**src/sv/scd_pkg.sv**
```systemverilog
// ----------------------------------------------------------------------------
// SPI clock divider search: shared definitions
// Constants, command and status types shared by the controller and datapath.
// ----------------------------------------------------------------------------
package scd_pkg;

   localparam int FREQ_W   = 32;
   localparam int WORD_W   = 32;
   localparam int DIV_W    = 27;
   localparam int CNT_W    = $clog2(DIV_W + 1);
   localparam int N_W      = 6;
   localparam int PRE_W    = 13;
   localparam int V_W      = 2;
   localparam int Q_W      = 20;
   localparam int PROD_W   = 20;

   localparam int SRC_CLOCK_INT = 80000000;
   localparam int PRE_MAX_INT   = 8191;
   localparam int N_MAX_INT     = 63;

   localparam logic [DIV_W-1:0]  SRC_CLOCK   = DIV_W'(SRC_CLOCK_INT);
   localparam logic [FREQ_W-1:0] SRC_FREQ    = FREQ_W'(SRC_CLOCK_INT);
   localparam logic [FREQ_W-1:0] FLOOR_FREQ  =
      FREQ_W'(SRC_CLOCK_INT / ((PRE_MAX_INT + 1) * (N_MAX_INT + 1)));
   localparam logic [WORD_W-1:0] MIN_WORD    = 32'h7FFF_F020;
   localparam logic [WORD_W-1:0] BYPASS_WORD = 32'h8000_0000;
   localparam logic [PRE_W-1:0]  PRE_MAX     = PRE_W'(PRE_MAX_INT);
   localparam logic [N_W-1:0]    N_MAX       = N_W'(N_MAX_INT);
   localparam logic [N_W-1:0]    N_FIRST     = N_W'(1);
   localparam logic [V_W-1:0]    V_LAST      = V_W'(3);

   typedef enum logic [1:0] {
      DIV_SRC_N,
      DIV_SRC_Q,
      DIV_SRC_CF
   } div_src_type;

   typedef enum logic [1:0] {
      RES_BYPASS,
      RES_MIN,
      RES_BEST,
      RES_CAND
   } res_sel_type;

   typedef struct packed {
      logic        load_req;
      logic        init_search;
      logic        div_start;
      div_src_type div_src;
      logic        latch_q;
      logic        set_cand;
      logic        eval;
      logic        next_v;
      logic        next_n;
      logic        set_result;
      res_sel_type res_sel;
      logic        load_out;
   } ctrl_cmd_type;

   typedef struct packed {
      logic f_over;
      logic f_under;
      logic div_busy;
      logic cf_exact;
      logic last_v;
      logic last_n;
      logic out_free;
   } ctrl_status_type;

endpackage

```
**src/sv/scd_divider.sv**
```systemverilog
// ----------------------------------------------------------------------------
// SPI clock divider search: iterative divider
// Restoring radix-2 unsigned divider, one quotient bit per cycle.
// ----------------------------------------------------------------------------
module scd_divider (
   input  logic                      clock,
   input  logic                      reset,
   input  logic                      start,
   input  logic [scd_pkg::DIV_W-1:0] dividend,
   input  logic [scd_pkg::DIV_W-1:0] divisor,
   output logic                      busy,
   output logic [scd_pkg::DIV_W-1:0] quotient
);
   import scd_pkg::*;

   logic [DIV_W-1:0] rem_ff, rem_in;
   logic [DIV_W-1:0] quo_ff, quo_in;
   logic [DIV_W-1:0] dsr_ff, dsr_in;
   logic [CNT_W-1:0] cnt_ff, cnt_in;
   logic             busy_ff, busy_in;
   logic [DIV_W:0]   shifted;
   logic [DIV_W:0]   trial;

   always_comb begin
      shifted = {rem_ff, quo_ff[DIV_W-1]};
      trial   = shifted - {1'b0, dsr_ff};
      rem_in  = rem_ff;
      quo_in  = quo_ff;
      dsr_in  = dsr_ff;
      cnt_in  = cnt_ff;
      busy_in = busy_ff;
      if (start) begin
         rem_in  = '0;
         quo_in  = dividend;
         dsr_in  = divisor;
         cnt_in  = CNT_W'(DIV_W);
         busy_in = 1'b1;
      end else if (busy_ff) begin
         if (!trial[DIV_W]) begin
            rem_in = trial[DIV_W-1:0];
            quo_in = {quo_ff[DIV_W-2:0], 1'b1};
         end else begin
            rem_in = shifted[DIV_W-1:0];
            quo_in = {quo_ff[DIV_W-2:0], 1'b0};
         end
         cnt_in = cnt_ff - CNT_W'(1);
         if (cnt_ff == CNT_W'(1)) begin
            busy_in = 1'b0;
         end
      end
   end

   always_ff @(posedge clock) begin
      rem_ff <= rem_in;
      quo_ff <= quo_in;
      dsr_ff <= dsr_in;
      cnt_ff <= cnt_in;
      if (reset) begin
         busy_ff <= 1'b0;
      end else begin
         busy_ff <= busy_in;
      end
   end

   assign busy     = busy_ff;
   assign quotient = quo_ff;

endmodule

```
**src/sv/scd_datapath.sv**
```systemverilog
// ----------------------------------------------------------------------------
// SPI clock divider search: datapath
// Request register, candidate arithmetic, best-so-far tracking, result register.
// ----------------------------------------------------------------------------
module scd_datapath (
   input  logic                       clock,
   input  logic                       reset,
   input  scd_pkg::ctrl_cmd_type      cmd,
   output scd_pkg::ctrl_status_type   status,
   input  logic [scd_pkg::FREQ_W-1:0] req_freq,
   output logic                       rsp_valid,
   input  logic                       rsp_ready,
   output logic [scd_pkg::WORD_W-1:0] rsp_word,
   output logic                       rsp_bypass
);
   import scd_pkg::*;

   logic [FREQ_W-1:0] f_ff;
   logic [N_W-1:0]    n_ff;
   logic [V_W-1:0]    v_ff;
   logic [Q_W-1:0]    q_ff;
   logic [PRE_W-1:0]  pre_ff, pre_in;
   logic [PROD_W-1:0] prod_ff, prod_in;
   logic [DIV_W-1:0]  top_cf_ff;
   logic [WORD_W-1:0] best_word_ff;
   logic [WORD_W-1:0] result_ff, result_in;
   logic [WORD_W-1:0] rsp_word_ff;
   logic              rsp_bypass_ff;
   logic              rsp_valid_ff;

   logic [DIV_W-1:0]  div_dividend;
   logic [DIV_W-1:0]  div_divisor;
   logic              div_busy;
   logic [DIV_W-1:0]  div_quotient;
   logic [Q_W:0]      sum;
   logic [Q_W:0]      sum_less;
   logic [N_W:0]      n_plus;
   logic [PRE_W:0]    pre_plus;
   logic [PRE_W+N_W+1:0] prod_full;
   logic [WORD_W-1:0] cand_word;
   logic [DIV_W-1:0]  f_low;
   logic              cf_exact;
   logic              cf_better;

   scd_divider u_divider (
      .clock    (clock),
      .reset    (reset),
      .start    (cmd.div_start),
      .dividend (div_dividend),
      .divisor  (div_divisor),
      .busy     (div_busy),
      .quotient (div_quotient)
   );

   always_comb begin
      f_low  = f_ff[DIV_W-1:0];
      n_plus = {1'b0, n_ff} + (N_W+1)'(1);
      case (cmd.div_src)
         DIV_SRC_N: begin
            div_dividend = SRC_CLOCK;
            div_divisor  = DIV_W'(n_plus);
         end
         DIV_SRC_Q: begin
            div_dividend = div_quotient;
            div_divisor  = f_low;
         end
         DIV_SRC_CF: begin
            div_dividend = SRC_CLOCK;
            div_divisor  = DIV_W'(prod_ff);
         end
         default: begin
            div_dividend = SRC_CLOCK;
            div_divisor  = f_low;
         end
      endcase
   end

   always_comb begin
      sum      = {1'b0, q_ff} + (Q_W+1)'(v_ff);
      sum_less = sum - (Q_W+1)'(2);
      if (sum <= (Q_W+1)'(2)) begin
         pre_in = '0;
      end else if (sum_less > (Q_W+1)'(PRE_MAX)) begin
         pre_in = PRE_MAX;
      end else begin
         pre_in = sum_less[PRE_W-1:0];
      end
      pre_plus  = {1'b0, pre_in} + (PRE_W+1)'(1);
      prod_full = pre_plus * n_plus;
      prod_in   = prod_full[PROD_W-1:0];
   end

   always_comb begin
      cand_word = {1'b0, pre_ff, n_ff, {N_W{1'b0}}, n_plus[N_W:1]};
      cf_exact  = (div_quotient == f_low);
      cf_better = (div_quotient < f_low) && (div_quotient > top_cf_ff);
      case (cmd.res_sel)
         RES_BYPASS: result_in = BYPASS_WORD;
         RES_MIN:    result_in = MIN_WORD;
         RES_BEST:   result_in = best_word_ff;
         RES_CAND:   result_in = cand_word;
         default:    result_in = best_word_ff;
      endcase
   end

   always_ff @(posedge clock) begin
      if (cmd.load_req) begin
         f_ff <= req_freq;
      end
      if (cmd.init_search) begin
         n_ff         <= N_FIRST;
         top_cf_ff    <= '0;
         best_word_ff <= '0;
      end else begin
         if (cmd.next_n) begin
            n_ff <= n_ff + N_W'(1);
         end
         if (cmd.eval && cf_better) begin
            top_cf_ff    <= div_quotient;
            best_word_ff <= cand_word;
         end
      end
      if (cmd.latch_q) begin
         q_ff <= div_quotient[Q_W-1:0];
         v_ff <= '0;
      end else if (cmd.next_v) begin
         v_ff <= v_ff + V_W'(1);
      end
      if (cmd.set_cand) begin
         pre_ff  <= pre_in;
         prod_ff <= prod_in;
      end
      if (cmd.set_result) begin
         result_ff <= result_in;
      end
      if (cmd.load_out) begin
         rsp_word_ff   <= result_ff;
         rsp_bypass_ff <= (result_ff == BYPASS_WORD);
      end
      if (reset) begin
         rsp_valid_ff <= 1'b0;
      end else if (cmd.load_out) begin
         rsp_valid_ff <= 1'b1;
      end else if (rsp_ready) begin
         rsp_valid_ff <= 1'b0;
      end
   end

   always_comb begin
      status.f_over   = (f_ff >= SRC_FREQ);
      status.f_under  = (f_ff < FLOOR_FREQ);
      status.div_busy = div_busy;
      status.cf_exact = cf_exact;
      status.last_v   = (v_ff == V_LAST);
      status.last_n   = (n_ff == N_MAX);
      status.out_free = !rsp_valid_ff || rsp_ready;
   end

   assign rsp_valid  = rsp_valid_ff;
   assign rsp_word   = rsp_word_ff;
   assign rsp_bypass = rsp_bypass_ff;

endmodule

```
**src/sv/scd_ctrl.sv**
```systemverilog
// ----------------------------------------------------------------------------
// SPI clock divider search: controller
// Sequences the divider search and the result hand-off.
// ----------------------------------------------------------------------------
module scd_ctrl (
   input  logic                     clock,
   input  logic                     reset,
   input  logic                     req_valid,
   output logic                     req_ready,
   input  scd_pkg::ctrl_status_type status,
   output scd_pkg::ctrl_cmd_type    cmd
);
   import scd_pkg::*;

   typedef enum logic [3:0] {
      ST_IDLE,
      ST_CHECK,
      ST_START_N,
      ST_WAIT_N,
      ST_START_Q,
      ST_WAIT_Q,
      ST_CAND,
      ST_START_CF,
      ST_WAIT_CF,
      ST_EVAL,
      ST_STEP,
      ST_FINISH
   } state_type;

   state_type state_ff, state_in;

   always_comb begin
      state_in  = state_ff;
      cmd       = '0;
      cmd.div_src = DIV_SRC_N;
      cmd.res_sel = RES_BEST;
      req_ready = 1'b0;
      case (state_ff)
         ST_IDLE: begin
            req_ready    = 1'b1;
            cmd.load_req = req_valid;
            if (req_valid) begin
               state_in = ST_CHECK;
            end
         end
         ST_CHECK: begin
            if (status.f_over) begin
               cmd.set_result = 1'b1;
               cmd.res_sel    = RES_BYPASS;
               state_in       = ST_FINISH;
            end else if (status.f_under) begin
               cmd.set_result = 1'b1;
               cmd.res_sel    = RES_MIN;
               state_in       = ST_FINISH;
            end else begin
               cmd.init_search = 1'b1;
               state_in        = ST_START_N;
            end
         end
         ST_START_N: begin
            cmd.div_start = 1'b1;
            cmd.div_src   = DIV_SRC_N;
            state_in      = ST_WAIT_N;
         end
         ST_WAIT_N: begin
            if (!status.div_busy) begin
               state_in = ST_START_Q;
            end
         end
         ST_START_Q: begin
            cmd.div_start = 1'b1;
            cmd.div_src   = DIV_SRC_Q;
            state_in      = ST_WAIT_Q;
         end
         ST_WAIT_Q: begin
            if (!status.div_busy) begin
               cmd.latch_q = 1'b1;
               state_in    = ST_CAND;
            end
         end
         ST_CAND: begin
            cmd.set_cand = 1'b1;
            state_in     = ST_START_CF;
         end
         ST_START_CF: begin
            cmd.div_start = 1'b1;
            cmd.div_src   = DIV_SRC_CF;
            state_in      = ST_WAIT_CF;
         end
         ST_WAIT_CF: begin
            if (!status.div_busy) begin
               state_in = ST_EVAL;
            end
         end
         ST_EVAL: begin
            if (status.cf_exact) begin
               cmd.set_result = 1'b1;
               cmd.res_sel    = RES_CAND;
               state_in       = ST_FINISH;
            end else begin
               cmd.eval = 1'b1;
               state_in = ST_STEP;
            end
         end
         ST_STEP: begin
            if (!status.last_v) begin
               cmd.next_v = 1'b1;
               state_in   = ST_CAND;
            end else if (!status.last_n) begin
               cmd.next_n = 1'b1;
               state_in   = ST_START_N;
            end else begin
               cmd.set_result = 1'b1;
               cmd.res_sel    = RES_BEST;
               state_in       = ST_FINISH;
            end
         end
         ST_FINISH: begin
            if (status.out_free) begin
               cmd.load_out = 1'b1;
               state_in     = ST_IDLE;
            end
         end
         default: begin
            state_in = ST_IDLE;
         end
      endcase
   end

   always_ff @(posedge clock) begin
      if (reset) begin
         state_ff <= ST_IDLE;
      end else begin
         state_ff <= state_in;
      end
   end

endmodule

```
**src/sv/spi_clock_divider_search.sv**
```systemverilog
// ----------------------------------------------------------------------------
// SPI clock divider search: top level
// Turns a requested SPI clock frequency into a packed 80 MHz clock word.
// ----------------------------------------------------------------------------
// One request is worked on at a time. Requests at or above 80 MHz, and below
// the slowest setting of 152 Hz, skip the search. Any other request runs a
// search over dividers N = 1..63 on one shared 27-step radix-2 divider: each N
// costs two divisions for the prescaler estimate and one per each of four
// candidates. An exact match ends the search early, and a finished search may
// wait for the previous transaction to leave the result register. The result
// register holds a finished transaction while the next request is accepted.
module spi_clock_divider_search (
   input  logic        clock,
   input  logic        reset,
   input  logic        req_tvalid,
   output logic        req_tready,
   input  logic [31:0] req_tdata,   // [31:0] req_freq
   output logic        rsp_tvalid,
   input  logic        rsp_tready,
   output logic [31:0] rsp_tdata,   // [31:0] clock_word
   output logic        rsp_tuser    // [0] sysclk_bypass
);
   import scd_pkg::*;

   ctrl_cmd_type    cmd;
   ctrl_status_type status;

   scd_ctrl u_ctrl (
      .clock     (clock),
      .reset     (reset),
      .req_valid (req_tvalid),
      .req_ready (req_tready),
      .status    (status),
      .cmd       (cmd)
   );

   scd_datapath u_datapath (
      .clock      (clock),
      .reset      (reset),
      .cmd        (cmd),
      .status     (status),
      .req_freq   (req_tdata),
      .rsp_valid  (rsp_tvalid),
      .rsp_ready  (rsp_tready),
      .rsp_word   (rsp_tdata),
      .rsp_bypass (rsp_tuser)
   );

   a_busy_after_accept: assert property (@(posedge clock) disable iff (reset)
      req_tvalid && req_tready |=> !req_tready)
      else $error("request accepted while a search is running");

   a_bypass_word: assert property (@(posedge clock) disable iff (reset)
      rsp_tvalid && rsp_tuser |-> rsp_tdata == BYPASS_WORD)
      else $error("bypass flag without the bypass word");

   a_bypass_flag: assert property (@(posedge clock) disable iff (reset)
      rsp_tvalid && rsp_tdata[31] |-> rsp_tuser)
      else $error("bypass bit set without the bypass flag");

   a_load_when_free: assert property (@(posedge clock) disable iff (reset)
      cmd.load_out |-> !rsp_tvalid || rsp_tready)
      else $error("result register overwritten before it was taken");

endmodule

```
**config.mk**
```make
export PLATFORM = sky130hd
export DESIGN_NAME = spi_clock_divider_search
export DESIGN_NICKNAME = d
export VERILOG_FILES = /design/src/sv/scd_pkg.sv /design/src/sv/scd_divider.sv /design/src/sv/scd_datapath.sv /design/src/sv/scd_ctrl.sv /design/src/sv/spi_clock_divider_search.sv
export SDC_FILE = /design/constraint.sdc
export NUM_CORES = 1
export LEC_CHECK = 0
export BUFFER_PORTS_ARGS = -buffer_cell sky130_fd_sc_hd__buf_2
export CORE_MARGIN = 4
export CORE_UTILIZATION = 30
export DETAILED_ROUTE_END_ITERATION = 7
export HOLD_SLACK_MARGIN = 0.12
export SLEW_MARGIN = 20
export SYNTH_ARGS = -nofsm -noshare
export SYNTH_HDL_FRONTEND = slang
export SYNTH_HIERARCHICAL = 1
export SYNTH_SLANG_ARGS = --single-unit
```
**constraint.sdc**
```tcl
create_clock -name clock -period 14.2 [get_ports clock]
set_input_delay 0.71 -clock clock [delete_from_list [all_inputs] [get_ports clock]]
set_output_delay 0.71 -clock clock [all_outputs]
set_load 0.01 [all_outputs]
```
==> results of run 1 <==
-- path summary, 6_finish.rpt --
path,start,end,slack (ns)
setup / recovery,u_datapath/q_ff[1],u_datapath/prod_ff[19],3.26
hold reg to reg,u_datapath/result_ff[31],u_datapath/rsp_word[31],0.45
setup reg to reg,u_datapath/q_ff[1],u_datapath/prod_ff[19],3.26
hold / removal,req_tdata[15],u_datapath/f_ff[15],0.29
-- per-layer routing --
layer	share of wire [%]	track usage [%]	wire [um]	up-vias
met5	0	0	0	-
met4	2.5	3.89	1310	0
met3	5.5	1.72	2850	88
met2	48	25.3	25000	433
met1	44	20.2	22900	7293
li1	-	-	-	7097
-- cells in the final DEF, fill, tap and decap left out, types with 17 or more instances in the layout --
cell and instances:
edfxtp_1 192, inv_1 178, nor2_1 171, a21oi_1 151, ha_1 127, nand2_1 117
dfxtp_1 97, nand3_1 93, o21ai_0 87, buf_2 64, fa_1 60, xnor2_1 58
and2_1 40, nand2b_1 37, clkbuf_16 30, nand4_1 30, mux2_2 29, xor2_1 28
a21o_1 28, nor3_1 24, buf_4 17, and3_1 17, nor2b_1 17, nor4_1 17
-- Yosys cell counts, types with 5 or more instances --
cell | count | area (um^2)
nand2b_1 | 37 | 231
o31ai_1 | 14 | 105
or3_1 | 10 | 62.6
a22o_1 | 15 | 131
nand3_1 | 93 | 465
o21ai_0 | 87 | 435
mux2i_1 | 15 | 150
xnor2_1 | 59 | 517
ha_1 | 127 | 1590
nand4_1 | 30 | 188
o21bai_1 | 8 | 60.1
a21o_1 | 28 | 210
a211o_1 | 6 | 52.6
nand2_1 | 117 | 439
o22ai_1 | 5 | 31.3
inv_1 | 179 | 672
a311oi_1 | 14 | 123
or2_2 | 12 | 75.1
edfxtp_1 | 192 | 5770
and2_1 | 41 | 257
nor2_1 | 173 | 649
o211ai_1 | 8 | 60.1
dfxtp_1 | 98 | 1960
a21oi_1 | 151 | 756
nor3_1 | 29 | 145
xor2_1 | 28 | 245
nor4_1 | 17 | 106
fa_1 | 60 | 1200
o21a_1 | 13 | 97.6
buf_4 | 12 | 90.1
clkbuf_1 | 78 | 293
nor2b_1 | 18 | 113
and3_1 | 17 | 106
a211oi_1 | 16 | 120
buf_1 | 5 | 18.8
a31oi_1 | 9 | 56.3
mux2_2 | 29 | 327
nor3b_1 | 12 | 90.1
or2_1 | 5 | 31.3
o211a_1 | 5 | 50.1
a311oi_2 | 5 | 75.1
buf_2 | 10 | 50.1
-- power by group through the flow --
stage	clock (mW)	sequential, mW	combinational, mW
2_1_floorplan	0	1.38	1.29
3_3_place_gp	0	1.51	1.57
3_5_place_dp	0	1.51	1.62
4_1_cts	0.863	1.50	1.63
5_1_grt	0.896	1.53	1.82
6_report	0.844	1.50	1.64
-- flip-flops by register name, indices dropped and copies added, names as in the netlist --
| register | count |
|---|---|
| u_datapath/f_ff | 32 |
| u_datapath/top_cf_ff | 27 |
| u_datapath/u_divider/dsr_ff | 27 |
| u_datapath/u_divider/quotient | 27 |
| u_datapath/u_divider/rem_ff | 27 |
| u_datapath/result_ff | 26 |
| u_datapath/rsp_word | 26 |
| u_datapath/best_word_ff | 25 |
| u_datapath/prod_ff | 20 |
| u_datapath/q_ff | 20 |
| u_datapath/pre_ff | 13 |
| u_datapath/n_ff | 6 |
| u_datapath/u_divider/cnt_ff | 5 |
| u_ctrl/state_ff | 4 |
| u_datapath/v_ff | 2 |
| u_datapath/rsp_bypass | 1 |
| u_datapath/rsp_valid | 1 |
| u_datapath/u_divider/busy | 1 |
-- per-stage QoR --
step / total power, mW / util, %
final: 3.98 / 33.9
after detailed placement: 3.13 / 32.2
after CTS: 3.99 / 33.9
after global routing: 4.25 / 33.9
after global placement: 3.07 / 32.2
after floorplan: 2.67 / -
-- logic make-up (layout without fill, tap and decap cells) --
group | after synthesis | in the layout
multiplexers | 45 | 45
XOR/XNOR | 88 | 88
buffers and inverters | 287 | 316
AO/OA/AOI/OAI | 440 | 440
other | 1 | 7
flip-flops | 290 | 290
adder cells (fa/ha/maj) | 187 | 187
AND/OR/NAND/NOR | 653 | 653
-- layout make-up --
class	count	area, um^2
Multi-Input combinational cell	1419	10500
Clock inverter	21	274
Tap cell	846	1060
Clock buffer	35	790
Antenna cell	1	2.50
Timing Repair Buffer	81	448
Sequential cell	290	7730
Fill cell	6437	41800
Inverter	179	672
==> metrics.txt, run 1 <==
clock share of power=21.2%; combinational family with the most area after synthesis=simple AND/OR/NAND/NOR gates; Slew @ Worst Pin=1.15 ns; R2R depth=32; Fmax=91.4 MHz; worst hold margin=0.285 ns; design internal power=2.39 mW; post-synthesis simple-gate area fraction=17.5%; hpwl dp=38200 um; Hold Violations, Final=0; layout cells sized above 1=11.6%; Crit path top cell by count=fa_1; row count=92; count of buffers from port buffering=64; mux cell area share after synthesis=2.54%; Tot GR Track Use=14.9%; antenna-violating nets left=0; CTS tree=yes; CTS sink count=290; setup TNS=0 ns; I/O pins=71; DRT iter0 DRCs=1198; Final setup violation count=0; GPL Wtd Cong=0.918; maximum root-to-sink buffer count=3; Arr. time, crit path=11.33 ns; final slew viol count=0; Post-Syn Instances=1991; Cell Count, Final, Fillers Out=2872; Worst Setup Start Kind=flop; power density over the cells=185 nW/um^2; Crit path largest cell delay=0.62 ns; number of synthesized register bits=290; routed wire length=52100 um; area delta synth->final=11.4%; vias per cell=5.19; Netlist cell types=98; routed length per placed instance=18.1 um; Buf+Inv Stages, Crit Path=3; min-delay worst type=in -> reg; post-cts resize count=0; # DRC=0; CP Capture Type=flop; Synth Warn #=6; Synth Flop Type=edfxtp_1; WHS Path Cells=1; clk_lat worst skew=0.60 ns; fin crit period=10.94 ns; kind of cell adding the most delay to the critical path=compound AO/OA/AOI/OAI gates; Sw Pwr=1.59 mW; NumNets Final=2224; CP Max Fanout=21; fin worst setup slack=3.26 ns; CTS clk-pin slew, worst paths=0.06 ns; Mean Syn Cell Area=9.69 um^2; Post-Synth XOR/XNOR Area=4.09%; core area=63300 um^2; Post-Syn Area=19300 um^2; Pleak=8.29 nW; worst slack, placed=3.41 ns; status=finished, final reports clean; Post-CTS Setup Bufs=0; vias in the first global route=14600; Synth Area in Compound Gates=15.3%; starting density of the core=30.5%; post-cts hold buffer count=0; Cells after DPL=2815; slowest CP cell=a21oi_2; RSZ-0062 raised after global routing=no; Comb power frac=41.1%; adder-cell share of the synthesized area=14.5%; Post-synth ARST share=0%; chip width=262 um; vias=14900; Placed Area=20400 um^2; part of the cycle the worst path needs=77.0%; CP Depth=32; Pre-antenna DRT Iters=6; WS Path Type=reg -> reg; GRT Residual Overflow=0; Die Y=262 um; Rel. slew slack=22.5%; post-route cell area=21500 um^2; Crit path required time=14.59 ns; skew final=0.0295 ns; largest net degree at the start of global routing=80; sw frac=40.0%; Post-synth EDFFs=192; sequential element share of the synthesized area=40.1%; Die ar.=68400 um^2; H-tree levels=1; first-pass GRT wire length=82000 um; Worst VDD drop=110 uV; Seq pwr share=37.7%; initial antenna violation count=0; root buffer cell=clkbuf_16; clock buffer count from CTS=30; max_cap viols=0
(Power assumes the default switching activity.)
==> run 2, diff against run 1 <==
- ABC_AREA: unset -> 1
- clock period: 14.2 -> 8.8 ns (I/O delays scaled with it)
==> metrics.txt, run 2 <==
status=finished, final reports clean; clock share of power=22.4%; fin crit period=8.18 ns; post-route cell area=22700 um^2; setup TNS=0 ns; Synth top cells by count=nand2_1, inv_1, nor2_1; layout cells sized above 1=10.2%; largest net degree at the start of global routing=76; DRT iter0 DRCs=1200; max_cap viols=0; Final setup violation count=0; Pleak=10.9 nW; Post-synth EDFFs=192; GPL Wtd Cong=0.911; final slew viol count=0; GRT Residual Overflow=0; routed wire length=53300 um; area delta synth->final=13.2%; Hold Violations, Final=0; Seq pwr share=39.4%; number of synthesized register bits=290; share of the synthesized area in the top cell type=28.8%; power density over the cells=261 nW/um^2; most frequent cells in the layout=nand2_1, inv_1, nor2_1; CP Capture Type=flop; starting density of the core=30.4%; Post-CTS Setup Bufs=0; CTS tree=yes; # DRC=0; Fmax=122 MHz; Arr. time, crit path=8.51 ns; cell accounting for the most synthesized area=edfxtp_1; routed length per placed instance=15.1 um; Worst VDD drop=189 uV; Pre-antenna DRT Iters=6; Synth Flop Type=edfxtp_1; root buffer cell=clkbuf_16; CTS clk-pin slew, worst paths=0.06 ns; part of the cycle the worst path needs=92.9%; core area=66000 um^2; sw frac=40.6%; Crit path largest cell delay=0.53 ns; first-pass GRT wire length=85400 um; CP Max Fanout=12; skew final=0.0242 ns; Slew @ Worst Pin=1.04 ns; Worst Setup Start Kind=flop; WS Path Type=reg -> reg; Mean Syn Cell Area=7.83 um^2; vias per cell=4.66; RSZ-0062 raised after global routing=no; most common cell after layout, fill and taps aside=nand2_1; initial antenna violation count=2; Die Y=266 um; slowest CP cell=fa_1; Sw Pwr=2.40 mW; chip width=266 um; Tot GR Track Use=14.9%; Largest Register=u_datapath/f_ff; Post-Syn Instances=2560; design internal power=3.51 mW; vias=16500; antenna-violating nets left=0; largest cells by area after synthesis=edfxtp_1, nand2_1, dfxtp_1, inv_1, ha_1; clock buffer count from CTS=31; final core utilization=34.4%; worst hold margin=0.156 ns; Crit path required time=9.14 ns; hpwl dp=40800 um; fin worst setup slack=0.624 ns; Synth Warn #=6; sequential element share of the synthesized area=38.6%; vias in the first global route=15800; Die ar.=71000 um^2; CTS sink count=290; Post-Syn Area=20000 um^2; maximum root-to-sink buffer count=3; I/O pins=71; row count=94; Comb power frac=38.3%; NumNets Final=2862; Post-synth ARST share=0%; flip-flop count of the largest register after layout=32; Netlist cell types=59; min-delay worst type=in -> reg; Placed Area=21300 um^2; count of buffers from port buffering=64; H-tree levels=1; R2R depth=40; top-count cell post-synth=nand2_1; Rel. slew slack=30.6%; WHS Path Cells=4; worst slack, placed=0.382 ns; clk_lat worst skew=0.60 ns
## run 2: cell families (layout without fill, tap and decap cells)
logic type	count (synthesis)	after routing	share of synthesized area, %
AO/OA/AOI/OAI	297	297	8.13
XOR/XNOR	39	39	1.80
adder cells (fa/ha/maj)	187	187	13.9
buffers and inverters	513	612	10.1
flip-flops	290	290	38.6
multiplexers	1	1	0.0500
other	1	8	0.0187
AND/OR/NAND/NOR	1232	1232	27.4
## run 2: power by group through the flow
stage | logic (mW) | clock network, mW | registers (mW)
floorplan | 1.69 | 0 | 2.21
global placement | 2.20 | 0 | 2.34
detailed placement | 2.24 | 0 | 2.35
CTS | 2.26 | 1.36 | 2.33
global route | 2.60 | 1.42 | 2.38
finish | 2.26 | 1.32 | 2.33
## run 2: critical path: cells and delay by family, from the launching register on
kind | cells | cell delay, ns
AND/OR/NAND/NOR | 21 | 2.55
adder cells (fa/ha/maj) | 9 | 3.64
buffers and inverters | 7 | 0.62
AO/OA/AOI/OAI | 2 | 0.58
flip-flops | 1 | 0.39
XOR/XNOR | 1 | 0.14
## run 2: timing repair
item	CTS	global route
setup endpoints to repair	0	4
resized for setup	0	6
hold buffers	33	0
hold endpoints to repair	37	0
## run 2: through the flow
stage | power (mW) | cells
floorplan | 3.90 | 2565
global placement | 4.55 | 3436
detailed placement | 4.59 | 3436
CTS | 5.95 | 3527
global route | 6.40 | 3530
finish | 5.91 | 3530
## run 2: metal layers
metal | global-route usage, % | wire length [um] | vias to the layer above
met4 | 3.53 | 992 | 0
met2 | 24.6 | 24700 | 397
li1 | - | - | 8376
met3 | 2.11 | 3010 | 56
met5 | 0 | 0 | -
met1 | 20.6 | 24500 | 7628
## run 2: worst paths after layout
| check | to | slack [ns] | from |
|---|---|---|---|
| worst min register to register | u_datapath/rsp_word[21] | 0.44 | u_datapath/result_ff[21] |
| worst min-delay path | u_datapath/rsp_valid | 0.16 | rsp_tready |
| worst max-delay path | u_datapath/prod_ff[19] | 0.62 | u_datapath/v_ff[0] |
| worst max register to register | u_datapath/prod_ff[19] | 0.62 | u_datapath/v_ff[0] |
## run 2: final cells by class
type                       count  area (um^2)
timing repair buffer         114          791
multi-input combinational   1762        10400
clock buffer                  44          906
fill                        6892        43300
inverter                     440         1650
tap                          864         1080
sequential                   290         7730
clock inverter                14          138
antenna                        2         5.00
